File: src/algd_pkg.sv
// Shared types and constants for the adjacency-list graph search block.
// No dependencies.
package algd_pkg;

   localparam int NUM_VERTICES = 16;
   localparam int MAX_DEGREE   = 4;
   localparam int VW = $clog2(NUM_VERTICES);          // vertex index width
   localparam int EW = $clog2(MAX_DEGREE);            // edge slot width
   localparam int DW = $clog2(MAX_DEGREE + 1);        // degree count width
   localparam int LW = $clog2(NUM_VERTICES + 1);      // label width
   localparam int SW = $clog2(NUM_VERTICES + 1);      // stack pointer width

   typedef enum logic [1:0] {
      FUNC_INSERT = 2'd0,
      FUNC_REMOVE = 2'd1,
      FUNC_SEARCH = 2'd2,
      FUNC_NONE   = 2'd3
   } func_type;

   typedef enum logic [1:0] {
      ST_OK       = 2'd0,
      ST_BAD_VTX  = 2'd1,
      ST_FULL     = 2'd2,
      ST_NO_EDGE  = 2'd3
   } status_type;

endpackage

File: src/adjacency_list_graph_dfs.sv
// Adjacency-list graph store with edge insert/remove and depth-first search.
// Depends on algd_pkg.
//
// Channels: req_ (slave) takes one command word: tdata = {directed, target,
// origin, func}. rsp_ (master) returns result words: tdata = {label, vertex,
// status}, tlast marks the final word of a command. csr_ writes
// vertices_in_use (5 bits); the user must write it only while the block is
// idle, as the block does not enforce it. One command is handled at a time;
// req_tready is high when idle and the output register is empty, so the next
// command is taken the cycle after the last word of the previous one leaves.
// Insert: appends to the origin list in S_INS (and to the target list in a
// second S_INS when undirected); S_DONE posts the status word. Remove:
// S_RM_RD/S_RM_CHK scan the list through the neighbor memory; on a match
// S_RM_LAST reads the last entry and S_RM_MOVE moves it into the gap; an
// undirected remove repeats this for the reverse list. Search: S_CLR clears,
// then each edge costs a memory read (S_TOP) and a label check (S_NB_CHK), each
// pop and the final empty-stack check an S_TOP; S_OUT sweeps one word per vertex.
// Reset clears degrees, sets vertices_in_use to 16 and empties the output.
// Results sit in a one-word output register; while rsp_tready is low the
// engine holds in place and resumes when the word is taken.
module adjacency_list_graph_dfs
   import algd_pkg::*;
(
   input  logic        clock,
   input  logic        reset,
   input  logic        req_tvalid,
   output logic        req_tready,
   input  logic [15:0] req_tdata,   // func[1:0], origin[5:2], target[9:6], directed[10]
   output logic        rsp_tvalid,
   input  logic        rsp_tready,
   output logic [15:0] rsp_tdata,   // status[1:0], vertex_index[5:2], depth_label[10:6]
   output logic        rsp_tlast,
   input  logic        csr_valid,
   output logic        csr_ready,
   input  logic [4:0]  csr_data
);

   typedef enum logic [3:0] {
      S_IDLE, S_INS, S_RM_RD, S_RM_CHK, S_RM_LAST, S_RM_MOVE,
      S_CLR, S_TOP, S_NB_CHK, S_OUT, S_DONE
   } state_type;

   state_type          state_ff;
   logic [4:0]         viu_ff;
   logic [DW-1:0]      deg_ff [NUM_VERTICES];
   logic [LW-1:0]      lab_ff [NUM_VERTICES];
   logic [VW-1:0]      stk_v_ff [NUM_VERTICES];
   logic [DW-1:0]      stk_n_ff [NUM_VERTICES];
   logic [SW-1:0]      sp_ff;
   // neighbor memory, one read port registered
   logic [VW-1:0]      nbr_mem [NUM_VERTICES*MAX_DEGREE];
   logic [VW-1:0]      nbr_rd_ff;
   logic [VW+EW-1:0]   rd_addr;
   logic               wr_en;
   logic [VW+EW-1:0]   wr_addr;
   logic [VW-1:0]      wr_data;

   logic [VW-1:0]      org_ff, tgt_ff;
   logic               dir_ff, second_ff;
   logic [DW-1:0]      idx_ff;
   logic [EW-1:0]      gap_ff;
   logic [VW:0]        cnt_ff;
   logic               ov_ff;
   logic               ov_in;
   logic [1:0]         ost_ff;
   logic [VW-1:0]      ovx_ff;
   logic [LW-1:0]      olb_ff;
   logic               olast_ff;

   logic [VW:0]        nvalid;
   logic [VW-1:0]      r_org, r_tgt;
   logic [1:0]         r_func;
   logic               take_out;
   logic [VW-1:0]      top_v;
   logic [DW-1:0]      top_n;
   logic [VW-1:0]      cur_from, cur_to;

   assign nvalid = (viu_ff > 5'(NUM_VERTICES)) ? (VW+1)'(NUM_VERTICES) : viu_ff[VW:0];
   assign r_func = req_tdata[1:0];
   assign r_org  = req_tdata[5:2];
   assign r_tgt  = req_tdata[9:6];
   assign req_tready = (state_ff == S_IDLE) && !ov_ff;
   assign csr_ready  = 1'b1;
   assign take_out   = !ov_ff || rsp_tready;
   assign rsp_tvalid = ov_ff;
   assign rsp_tdata  = {5'd0, olb_ff, ovx_ff, ost_ff};
   assign rsp_tlast  = olast_ff;
   assign top_v = stk_v_ff[sp_ff[VW-1:0] - VW'(1)];
   assign top_n = stk_n_ff[sp_ff[VW-1:0] - VW'(1)];
   // current list pass of an insert or remove: forward then reverse
   assign cur_from = second_ff ? tgt_ff : org_ff;
   assign cur_to   = second_ff ? org_ff : tgt_ff;
   // output word loaded, or still waiting for the receiver
   assign ov_in = ((state_ff == S_OUT || state_ff == S_DONE) && take_out) ||
                  (ov_ff && !rsp_tready);

   // read address for the neighbor memory
   always_comb begin
      rd_addr = {cur_from, idx_ff[EW-1:0]};
      if (state_ff == S_TOP)
         rd_addr = {top_v, top_n[EW-1:0]};
      else if (state_ff == S_RM_LAST)
         rd_addr = {cur_from, EW'(deg_ff[cur_from] - DW'(1))};
   end

   // memory write for insert (append) and remove (fill the gap)
   always_comb begin
      wr_en   = 1'b0;
      wr_addr = {cur_from, gap_ff};
      wr_data = nbr_rd_ff;
      if (state_ff == S_INS) begin
         wr_en   = 1'b1;
         wr_addr = {cur_from, deg_ff[cur_from][EW-1:0]};
         wr_data = cur_to;
      end else if (state_ff == S_RM_MOVE) begin
         wr_en = 1'b1;
      end
   end

   always_ff @(posedge clock) begin
      if (wr_en)
         nbr_mem[wr_addr] <= wr_data;
      nbr_rd_ff <= nbr_mem[rd_addr];
   end

   // control sequencer
   always_ff @(posedge clock) begin
      if (reset) begin
         state_ff <= S_IDLE;
         viu_ff   <= 5'd16;
         ov_ff    <= 1'b0;
         sp_ff    <= '0;
         for (int i = 0; i < NUM_VERTICES; i++) deg_ff[i] <= '0;
      end else begin
         ov_ff <= ov_in;
         if (csr_valid) viu_ff <= csr_data;
         unique case (state_ff)
            S_IDLE: if (req_tvalid && req_tready) begin
               org_ff    <= r_org;
               tgt_ff    <= r_tgt;
               dir_ff    <= req_tdata[10];
               second_ff <= 1'b0;
               idx_ff    <= '0;
               cnt_ff    <= '0;
               ost_ff    <= ST_OK;
               ovx_ff    <= '0;
               olb_ff    <= '0;
               olast_ff  <= 1'b1;
               if (r_func == FUNC_NONE) begin
                  state_ff <= S_DONE;
               end else if ({1'b0, r_org} >= nvalid ||
                            (r_func != FUNC_SEARCH && {1'b0, r_tgt} >= nvalid)) begin
                  ost_ff   <= ST_BAD_VTX;
                  state_ff <= S_DONE;
               end else if (r_func == FUNC_INSERT) begin
                  if ((32'(deg_ff[r_org]) + ((!req_tdata[10] && r_org == r_tgt) ? 2 : 1))
                        > MAX_DEGREE ||
                      (!req_tdata[10] && r_org != r_tgt &&
                       32'(deg_ff[r_tgt]) >= MAX_DEGREE)) begin
                     ost_ff   <= ST_FULL;
                     state_ff <= S_DONE;
                  end else
                     state_ff <= S_INS;
               end else if (r_func == FUNC_REMOVE) begin
                  state_ff <= S_RM_RD;
               end else begin
                  state_ff <= S_CLR;
               end
            end
            S_INS: begin
               deg_ff[cur_from] <= deg_ff[cur_from] + DW'(1);
               if (!dir_ff && !second_ff) second_ff <= 1'b1;
               else state_ff <= S_DONE;
            end
            S_RM_RD: begin
               if (idx_ff >= deg_ff[cur_from]) begin
                  if (!second_ff) ost_ff <= ST_NO_EDGE;
                  state_ff <= S_DONE;
               end else
                  state_ff <= S_RM_CHK;
            end
            S_RM_CHK: begin
               if (nbr_rd_ff == cur_to) begin
                  gap_ff   <= idx_ff[EW-1:0];
                  state_ff <= S_RM_LAST;
               end else begin
                  idx_ff   <= idx_ff + DW'(1);
                  state_ff <= S_RM_RD;
               end
            end
            S_RM_LAST: state_ff <= S_RM_MOVE;
            S_RM_MOVE: begin
               deg_ff[cur_from] <= deg_ff[cur_from] - DW'(1);
               idx_ff <= '0;
               if (!dir_ff && !second_ff) begin
                  second_ff <= 1'b1;
                  state_ff  <= S_RM_RD;
               end else
                  state_ff <= S_DONE;
            end
            S_CLR: begin
               // start vertex gets label 1, all others unreached
               for (int i = 0; i < NUM_VERTICES; i++)
                  lab_ff[i] <= (VW'(i) == org_ff) ? LW'(1) : '0;
               stk_v_ff[0] <= org_ff;
               stk_n_ff[0] <= '0;
               sp_ff    <= SW'(1);
               state_ff <= S_TOP;
            end
            S_TOP: begin
               if (sp_ff == '0) begin
                  cnt_ff   <= '0;
                  state_ff <= S_OUT;
               end else if (top_n >= deg_ff[top_v]) begin
                  sp_ff <= sp_ff - SW'(1);
               end else begin
                  stk_n_ff[sp_ff[VW-1:0] - VW'(1)] <= top_n + DW'(1);
                  state_ff <= S_NB_CHK;
               end
            end
            S_NB_CHK: begin
               if ({1'b0, nbr_rd_ff} < nvalid && lab_ff[nbr_rd_ff] == '0 &&
                   sp_ff < SW'(NUM_VERTICES)) begin
                  lab_ff[nbr_rd_ff] <= lab_ff[top_v] + LW'(1);
                  stk_v_ff[sp_ff[VW-1:0]] <= nbr_rd_ff;
                  stk_n_ff[sp_ff[VW-1:0]] <= '0;
                  sp_ff <= sp_ff + SW'(1);
               end
               state_ff <= S_TOP;
            end
            S_OUT: if (take_out) begin
               ost_ff   <= ST_OK;
               ovx_ff   <= cnt_ff[VW-1:0];
               olb_ff   <= lab_ff[cnt_ff[VW-1:0]];
               olast_ff <= (cnt_ff + (VW+1)'(1) == nvalid);
               cnt_ff   <= cnt_ff + (VW+1)'(1);
               if (cnt_ff + (VW+1)'(1) == nvalid) state_ff <= S_IDLE;
            end
            S_DONE: if (take_out) begin
               state_ff <= S_IDLE;
            end
            default: state_ff <= S_IDLE;
         endcase
      end
   end

   // a result word stays valid and unchanged while the receiver stalls
   a_out_hold: assert property (@(posedge clock) disable iff (reset)
      ov_ff && !rsp_tready |=> ov_ff && $stable(rsp_tdata))
      else $error("result word changed while stalled");
   a_sp_bound: assert property (@(posedge clock) disable iff (reset)
      sp_ff <= SW'(NUM_VERTICES))
      else $error("walk stack overflow");
   a_deg_bound: assert property (@(posedge clock) disable iff (reset)
      state_ff == S_INS |-> deg_ff[cur_from] < DW'(MAX_DEGREE))
      else $error("append into a full list");
   a_idle_ready: assert property (@(posedge clock) disable iff (reset)
      req_tready |-> state_ff == S_IDLE)
      else $error("ready while busy");

endmodule
File: config.mk
export PLATFORM = sky130hd
export DESIGN_NAME = adjacency_list_graph_dfs
export DESIGN_NICKNAME = d
export VERILOG_FILES = /design/src/algd_pkg.sv /design/src/adjacency_list_graph_dfs.sv
export SDC_FILE = /design/constraint.sdc
export NUM_CORES = 1
export LEC_CHECK = 0
export ABC_AREA = 1
export BUFFER_PORTS_ARGS = -buffer_cell sky130_fd_sc_hd__buf_2
export CORE_ASPECT_RATIO = 0.7
export CORE_MARGIN = 3
export CORE_UTILIZATION = 58
export DETAILED_ROUTE_END_ITERATION = 12
export GPL_TIMING_DRIVEN = 1
export PLACE_DENSITY = 0.73
export SYNTH_ARGS = -nofsm -noshare
export SYNTH_HDL_FRONTEND = slang
export SYNTH_SLANG_ARGS = --single-unit
File: constraint.sdc
create_clock -name clock -period 10 [get_ports clock]
set_input_delay 0.5 -clock clock [delete_from_list [all_inputs] [get_ports clock]]
set_output_delay 0.5 -clock clock [all_outputs]
set_load 0.005 [all_outputs]
==> results by group, run 1 <==
Run status
  – Outcome: finished, final reports clean

CTS
  – Clock sink total: 551
  – Clk slew on worst S/H paths: roughly 0.060 ns
  – CTS root buffer: clkbuf_16
  – Clock Tree Buf Depth: 3
  – Hold Buf Count CTS: 0
  – Post_cts resized: 0
  – CTS tree: built
  – Num CTS Buffers: between 50 and 60
  – Clk_lat worst skew: 0.60 ns
  – H-tree levels: 2
  – Post-CTS setup buffer count: 0

Run
  – MaxCap Viol Count: 0

Timing
  – Clock skew: 0.0175 ns
  – Setup Total Neg Slack: 0 ns
  – Rel. slew slack: 16.2%
  – Min Tclk post-route: 7.10 ns
  – Endpoints failing setup: 0
  – Final period util: 71.0%
  – Worst-Margin Slew: 1.26 ns
  – Final hold slack: 0.120 ns
  – RSZ-0062 raised after global routing: false
  – Slew Viols, Final: 0
  – Final hold viol count: 0
  – Fmax: 0.141 GHz

Yosys
  – Synth Flop Type: edfxtp_1
  – Register area share after synthesis: 57.8%
  – Synthesized cell area: 28200 um2
  – Synth cell count leaders: 537 x nand2_1, 528 x edfxtp_1, 439 x nand3_1
  – Register bit count reported by yosys: 551
  – Gate Count Post-Synth: 3010
  – Post-synth EDFFs: 528
  – Synth warnings: 0
  – Async SR Flop Fraction: 0%
  – Cell accounting for the most synthesized area: edfxtp_1
  – Mean post-synth cell area: roughly 9.4 um2
  – Synth top area share: 56.2%
  – Most common cell in the netlist: nand2_1
  – Top cells by area, synth: edfxtp_1 56%, nand3_1 7.8%, nand2_1 7.1%
  – Post-synth cell types: 56

Worst hold path
  – Hold Path Depth: 3
  – Worst hold start: csr_data[4]
  – Hold EP: viu_ff[4]
  – Worst hold path class: primary input to register

Placed design
  – PortBufs: 34
  – GP Congestion: 0.966
  – Post-DP HPWL: 51400 um
  – Placed cells: 3565

Cells and area
  – Fraction of layout cells with a size suffix above 1: 6.50%
  – Final Core Density: around 64%
  – # fillers: 3813
  – Nets: 3031
  – Register Area: 16300 um2
  – Non-filler cells, final: 3664
  – Synthesis-to-finish area growth: 7.68%
  – Multi-input logic area: 9870 um2

Critical path
  – Reg2reg start: sp_ff[0]
  – WP data arrival: 7.34 ns
  – R2r endpoint: stk_n_ff[12][1]
  – R2R depth: 23
  – Reg2reg setup slack: slightly below 3 ns
  – Critical path class: register to register
  – Req. time, crit path: 10.24 ns
  – Crit path max fanout: 61
  – Crit end category: register
  – Element type at the critical path start: register

Floorplanning
  – Core box area: 47200 um2
  – Starting density of the core: 59.7%
  – Die height: 191 um
  – Boundary Pins: 46
  – Die ar.: slightly above 50000 um2
  – Row count: 66
  – Die Wd: between 200 and 300 um

Global route
  – Vias in the first global route: approximately 21000
  – First-pass GRT wire length: 118000 um
  – Initial antenna violation count: 4
  – Total GRT Usage: 29.8%
  – Largest net degree at the start of global routing: 83
  – Grt total ovfl: 0

Pwr
  – VDD IR max: 0.805 mV
  – Power per cell area: 352 nW/um2
  – LEAKAGE: 11.8 nW
  – Power Total: 10.7 mW

Route
  – Via Count: approximately 22000
  – DRC violations left: 0
  – Drt total wl: 77200 um
  – Vias per cell: 6.14
  – Post-route ant nets: 0
  – Drt pass-1 iters: 6
  – Initial DRC Count: 3586
  – Routed WL per cell: 21.1 um
-- layout make-up --
class	count	area share [%]
Sequential cell	551	53.7
Clock inverter	36	1.06
Tap cell	646	2.66
Antenna cell	4	0.0329
Clock buffer	59	4.44
Timing Repair Buffer	61	1.23
Multi-Input combinational cell	1952	32.5
Inverter	355	4.39
-- state kept, by name, indices dropped and copies added (netlist names), named ones only --
register and flops:
ost_ff 2, deg_ff 48, olb_ff 5, nbr_mem 256
cnt_ff 5, gap_ff 2, org_ff 4, nbr_rd_ff 4
second_ff 1, ovx_ff 4, tgt_ff 4, rsp_tlast 1
sp_ff 5, lab_ff 80, idx_ff 3, state_ff 4
dir_ff 1, rsp_tvalid 1, stk_v_ff 64, stk_n_ff 48
viu_ff 5
-- metal layers --
metal / part of all wire (%) / GRT usage (%) / wire [um]
met5: 0 / 0 / 0
met4: 2.0 / 7.57 / 1540
met3: 13 / 6.29 / 10000
met2: 42 / 42.6 / 32000
met1: 43 / 46.5 / 33600
-- kinds of logic after synthesis --
group,Yosys count,synth area share (%)
flops,551,57.8
buf+inv,511,7.57
fa+ha+maj,32,1.47
other cells,2,0.0266
xor+xnor,21,0.905
mux,1,0.0399
compound gates,437,9.07
simple gates,1455,23.1
-- report_power, final --
group	total [mW]	internal (mW)	switching [mW]
Sequential	2.99	2.89	0.0986
Combinational	5.75	1.34	4.41
Clock	1.96	1.10	0.863
Total	10.7	5.33	5.37
-- cells in the final DEF, fill, tap and decap left out, drive strengths merged, types with 2 or more instances in the layout --
cell type and instances:
xnor2 3, a21oi 122, o221ai 7, o2111ai 2
a31o 2, a221o 2, a2111oi 2, o211ai 73
xor2 18, or2 4, nor2 343, a31oi 4
o22ai 12, nor3 17, fa 2, o21a 4
a32o 2, dfxtp 23, nand4 13, a22oi 8
edfxtp 528, inv 355, a21boi 4, o21ai 176
a22o 2, clkinvlp 4, diode 4, nand2 542
nand3 445, nand3b 88, buf 61, clkbuf 59
bufinv 5, o31ai 13, ha 30, clkinv 27
conb 6
-- through the flow --
step	worst slack [ns]	instance area, um2
2_1_floorplan	4.90	28200
3_3_place_gp	3.08	28700
3_5_place_dp	2.90	28700
4_1_cts	2.90	30400
5_1_grt	2.28	30400
6_report	2.90	30400
-- critical path, cell delays in order (launching register included) --
cell and delay (ns):
dfxtp_2 0.32, inv_2 0.70, ha_1 0.37, buf_4 0.25, inv_2 0.44, a21oi_1 0.08
a22oi_1 0.20, nand2_1 0.07, nand3_1 0.11, nand2_1 0.45, inv_2 0.67, o21ai_0 0.19
o221ai_1 0.20, nand3_1 0.20, nand2_1 0.21, inv_1 0.07, ha_1 0.30, nand2_1 0.06
o21ai_0 0.06, a31oi_1 0.19, inv_1 0.06, nor3_1 0.48, inv_1 0.18, nor2_1 0.83
-- worst max path at each step --
stage                 endpoint  startpoint  depth (start not counted)
2_1_floorplan   stk_n_ff[0][0]    sp_ff[0]                         30
3_3_place_gp   stk_n_ff[10][1]    sp_ff[0]                         23
3_5_place_dp   stk_n_ff[10][1]    sp_ff[0]                         23
4_1_cts        stk_n_ff[12][1]    sp_ff[0]                         23
5_1_grt        stk_n_ff[14][1]    sp_ff[0]                         23
6_report       stk_n_ff[12][1]    sp_ff[0]                         23
No activity file was read; power rests on OpenSTA's default activity.
==> inputs of run 2 (changes only) <==
==> constraint.sdc (replaced) <==
create_clock -name clock -period 7.4 [get_ports clock]
set_input_delay 0.37 -clock clock [delete_from_list [all_inputs] [get_ports clock]]
set_output_delay 0.37 -clock clock [all_outputs]
set_load 0.005 [all_outputs]
==> results by group, run 2 (synthesis results as in run 1) <==
Cells and area
  – Commonest non-fill, non-tap cell in the layout: nand2_1
  – # fillers: 3800 (-0.34%)
  – Most flop-heavy register: nbr_mem
  – Register Area: 16300 um2 (unchanged)
  – Max FFs per register: 256 (unchanged)
  – Fraction of layout cells with a size suffix above 1: 6.68% (+0.18 points)
  – Synthesis-to-finish area growth: 8.11%
  – Most frequent cells in the layout: 534 x nand2_1, 528 x edfxtp_1, 439 x nand3_1, 340 x inv_1, 331 x nor2_1
  – Nets: 3040 (+0.30%)
  – Final Core Density: 64.6% (+0.26 points)
  – Top Registers: nbr_mem (256), lab_ff (80), stk_v_ff (64)
  – Multi-input logic area: 9870 um2 (unchanged)

CTS
  – H-tree levels: 2 (unchanged)
  – CTS root buffer: clkbuf_16
  – Num CTS Buffers: 52 (unchanged)
  – Post-CTS setup buffer count: 0 (unchanged)
  – Clk_lat worst skew: 0.59 ns (about the same)
  – Clock Tree Buf Depth: 3 (unchanged)
  – Clock sink total: 551 (unchanged)
  – Post_cts resized: 0 (unchanged)
  – CTS tree: built
  – Clk slew on worst S/H paths: 0.06 ns (about the same)

Critical path
  – Crit end category: register
  – CP bufs+invs: 4 (-3)
  – Critical-path cell list: inv_1 > nand2_1 > nand2_1 > nand2_1 > o22ai_1 > o21ai_0 > nand2_1 > nor2_1 > ha_1 > o211ai_1 > o21ai_4 > buf_4 > inv_2 > buf_4 > nand3_1 > nand3_1 > nand3_1 > nand3_1 > nand3_1 > nand2_1
  – Crit path max-delay cell type: inv_2
  – Req. time, crit path: 7.90 ns (-2.34 ns)
  – Element type at the critical path start: register
  – Crit path max fanout: 65 (+6.6%)
  – WP data arrival: 6.67 ns (-0.67 ns)
  – Critical path class: register to register
  – Reg2reg start: org_ff[0]
  – Reg2reg setup slack: 1.23 ns (-1.68 ns)
  – Top cell family by delay on the critical path: simple AND/OR/NAND/NOR gates
  – Max stage delay on crit path: 0.80 ns (-0.03 ns)
  – Crit path launch: org_ff[0]

Run status
  – Outcome: finished, final reports clean

Timing
  – Worst-Margin Slew: 1.19 ns (-0.0618 ns)
  – Rel. slew slack: 19.9% (+3.7 points)
  – Setup Total Neg Slack: 0 ns (unchanged)
  – Min Tclk post-route: 6.17 ns (-0.923 ns)
  – Fmax: 0.162 GHz (+15%)
  – Clock skew: 0.0312 ns (+0.0137 ns)
  – Final hold viol count: 0 (unchanged)
  – Final period util: 83.4% (+12 points)
  – Final hold slack: 0.0187 ns (-0.102 ns)
  – RSZ-0062 raised after global routing: false
  – Slew Viols, Final: 0 (unchanged)
  – Endpoints failing setup: 0 (unchanged)

Placed design
  – GP Congestion: 0.987 (+2.2%)
  – Post-DP HPWL: 51100 um (-0.59%)
  – PortBufs: 34 (unchanged)

Pwr
  – VDD IR max: 0.869 mV (+8.0%)
  – Power per cell area: 480 nW/um2 (+36%)
  – LEAKAGE: 11.9 nW (+0.61%)
  – Power Total: 14.6 mW (+37%)

Floorplanning
  – Starting density of the core: 59.7% (unchanged)
  – Core box area: 47200 um2 (unchanged)
  – Die height: 191 um (unchanged)
  – Boundary Pins: 46 (unchanged)
  – Row count: 66 (unchanged)
  – Die ar.: 51400 um2 (unchanged)
  – Die Wd: 270 um (unchanged)

Worst hold path
  – Worst hold start: csr_data[2]
  – Worst hold path class: primary input to register

Route
  – Drt pass-1 iters: 7 (+1)
  – Via Count: 22600 (+0.49%)
  – DRC violations left: 0 (unchanged)
  – Post-route ant nets: 0 (unchanged)
  – Drt total wl: 77700 um (+0.65%)
  – Initial DRC Count: 3395 (-5.3%)
  – Vias per cell: 6.16 (+0.30%)
  – Routed WL per cell: 21.2 um (+0.45%)

Global route
  – First-pass GRT wire length: 120000 um (+1.1%)
  – Vias in the first global route: 21100 (+2.2%)
  – Grt total ovfl: 0 (unchanged)
  – Initial antenna violation count: 2 (-2)
  – Largest net degree at the start of global routing: 101 (+22%)
  – Total GRT Usage: 29.9% (+0.099 points)

Run
  – MaxCap Viol Count: 0 (unchanged)
## run 2: area by class of cell
class / instances / share of cell area (%)
multi-input cells: 1952 / 32.4
flip-flops and latches: 551 / 53.5
inverters: 355 / 4.37
well taps: 646 / 2.65
diodes: 1 / 0.00820
clock inverters: 27 / 1.13
clock buffers: 69 / 4.54
repair buffers: 70 / 1.45
## run 2: worst paths after layout
path	endpoint	cells past startpoint
worst max-delay path	nbr_rd_ff[0]	20
worst max register to register	nbr_rd_ff[0]	20
worst min-delay path	viu_ff[2]	3
worst min register to register	viu_ff[0]	2
## run 2: worst reg2reg max path, stage by stage, from the launching register on
cell and delay (ns):
edfxtp_1 0.66, inv_1 0.33, nand2_1 0.16, nand2_1 0.43, nand2_1 0.59, o22ai_1 0.13
o21ai_0 0.19, nand2_1 0.12, nor2_1 0.42, ha_1 0.36, o211ai_1 0.28, o21ai_4 0.08
buf_4 0.36, inv_2 0.83, buf_4 0.43, nand3_1 0.14, nand3_1 0.10, nand3_1 0.16
nand3_1 0.15, nand3_1 0.07, nand2_1 0.12
## run 2: metal layers
metal	vias to the layer above	part of all wire, %	track usage (%)	routed length, um
li1	10300	-	-	-
met1	10600	42	45.6	32700
met2	1532	42	42.8	32500
met3	187	14	7.32	10700
met4	2	2.4	8.07	1840
met5	-	0.017	0	13
## run 2: timing repair
action	CTS	global route
endpoints found under the setup margin	0	0
endpoints found under the hold margin	1	0
hold buffers	1	0
## run 2: power by group
| group | switching, mW | internal [mW] | total (mW) |
|---|---|---|---|
| sequential | 0.133 | 3.90 | 4.04 |
| combinational | 6.02 | 1.84 | 7.86 |
| clock | 1.16 | 1.60 | 2.75 |
## run 2: stage by stage
step | setup WS, ns | std cells | cell area [um2]
floorplan | 2.30 | 3014 | 28200
global placement | 1.58 | 3573 | 28800
detailed placement | 1.49 | 3573 | 28800
CTS | 1.40 | 3670 | 30500
global route | 0.772 | 3671 | 30500
finish | 1.23 | 3671 | 30500
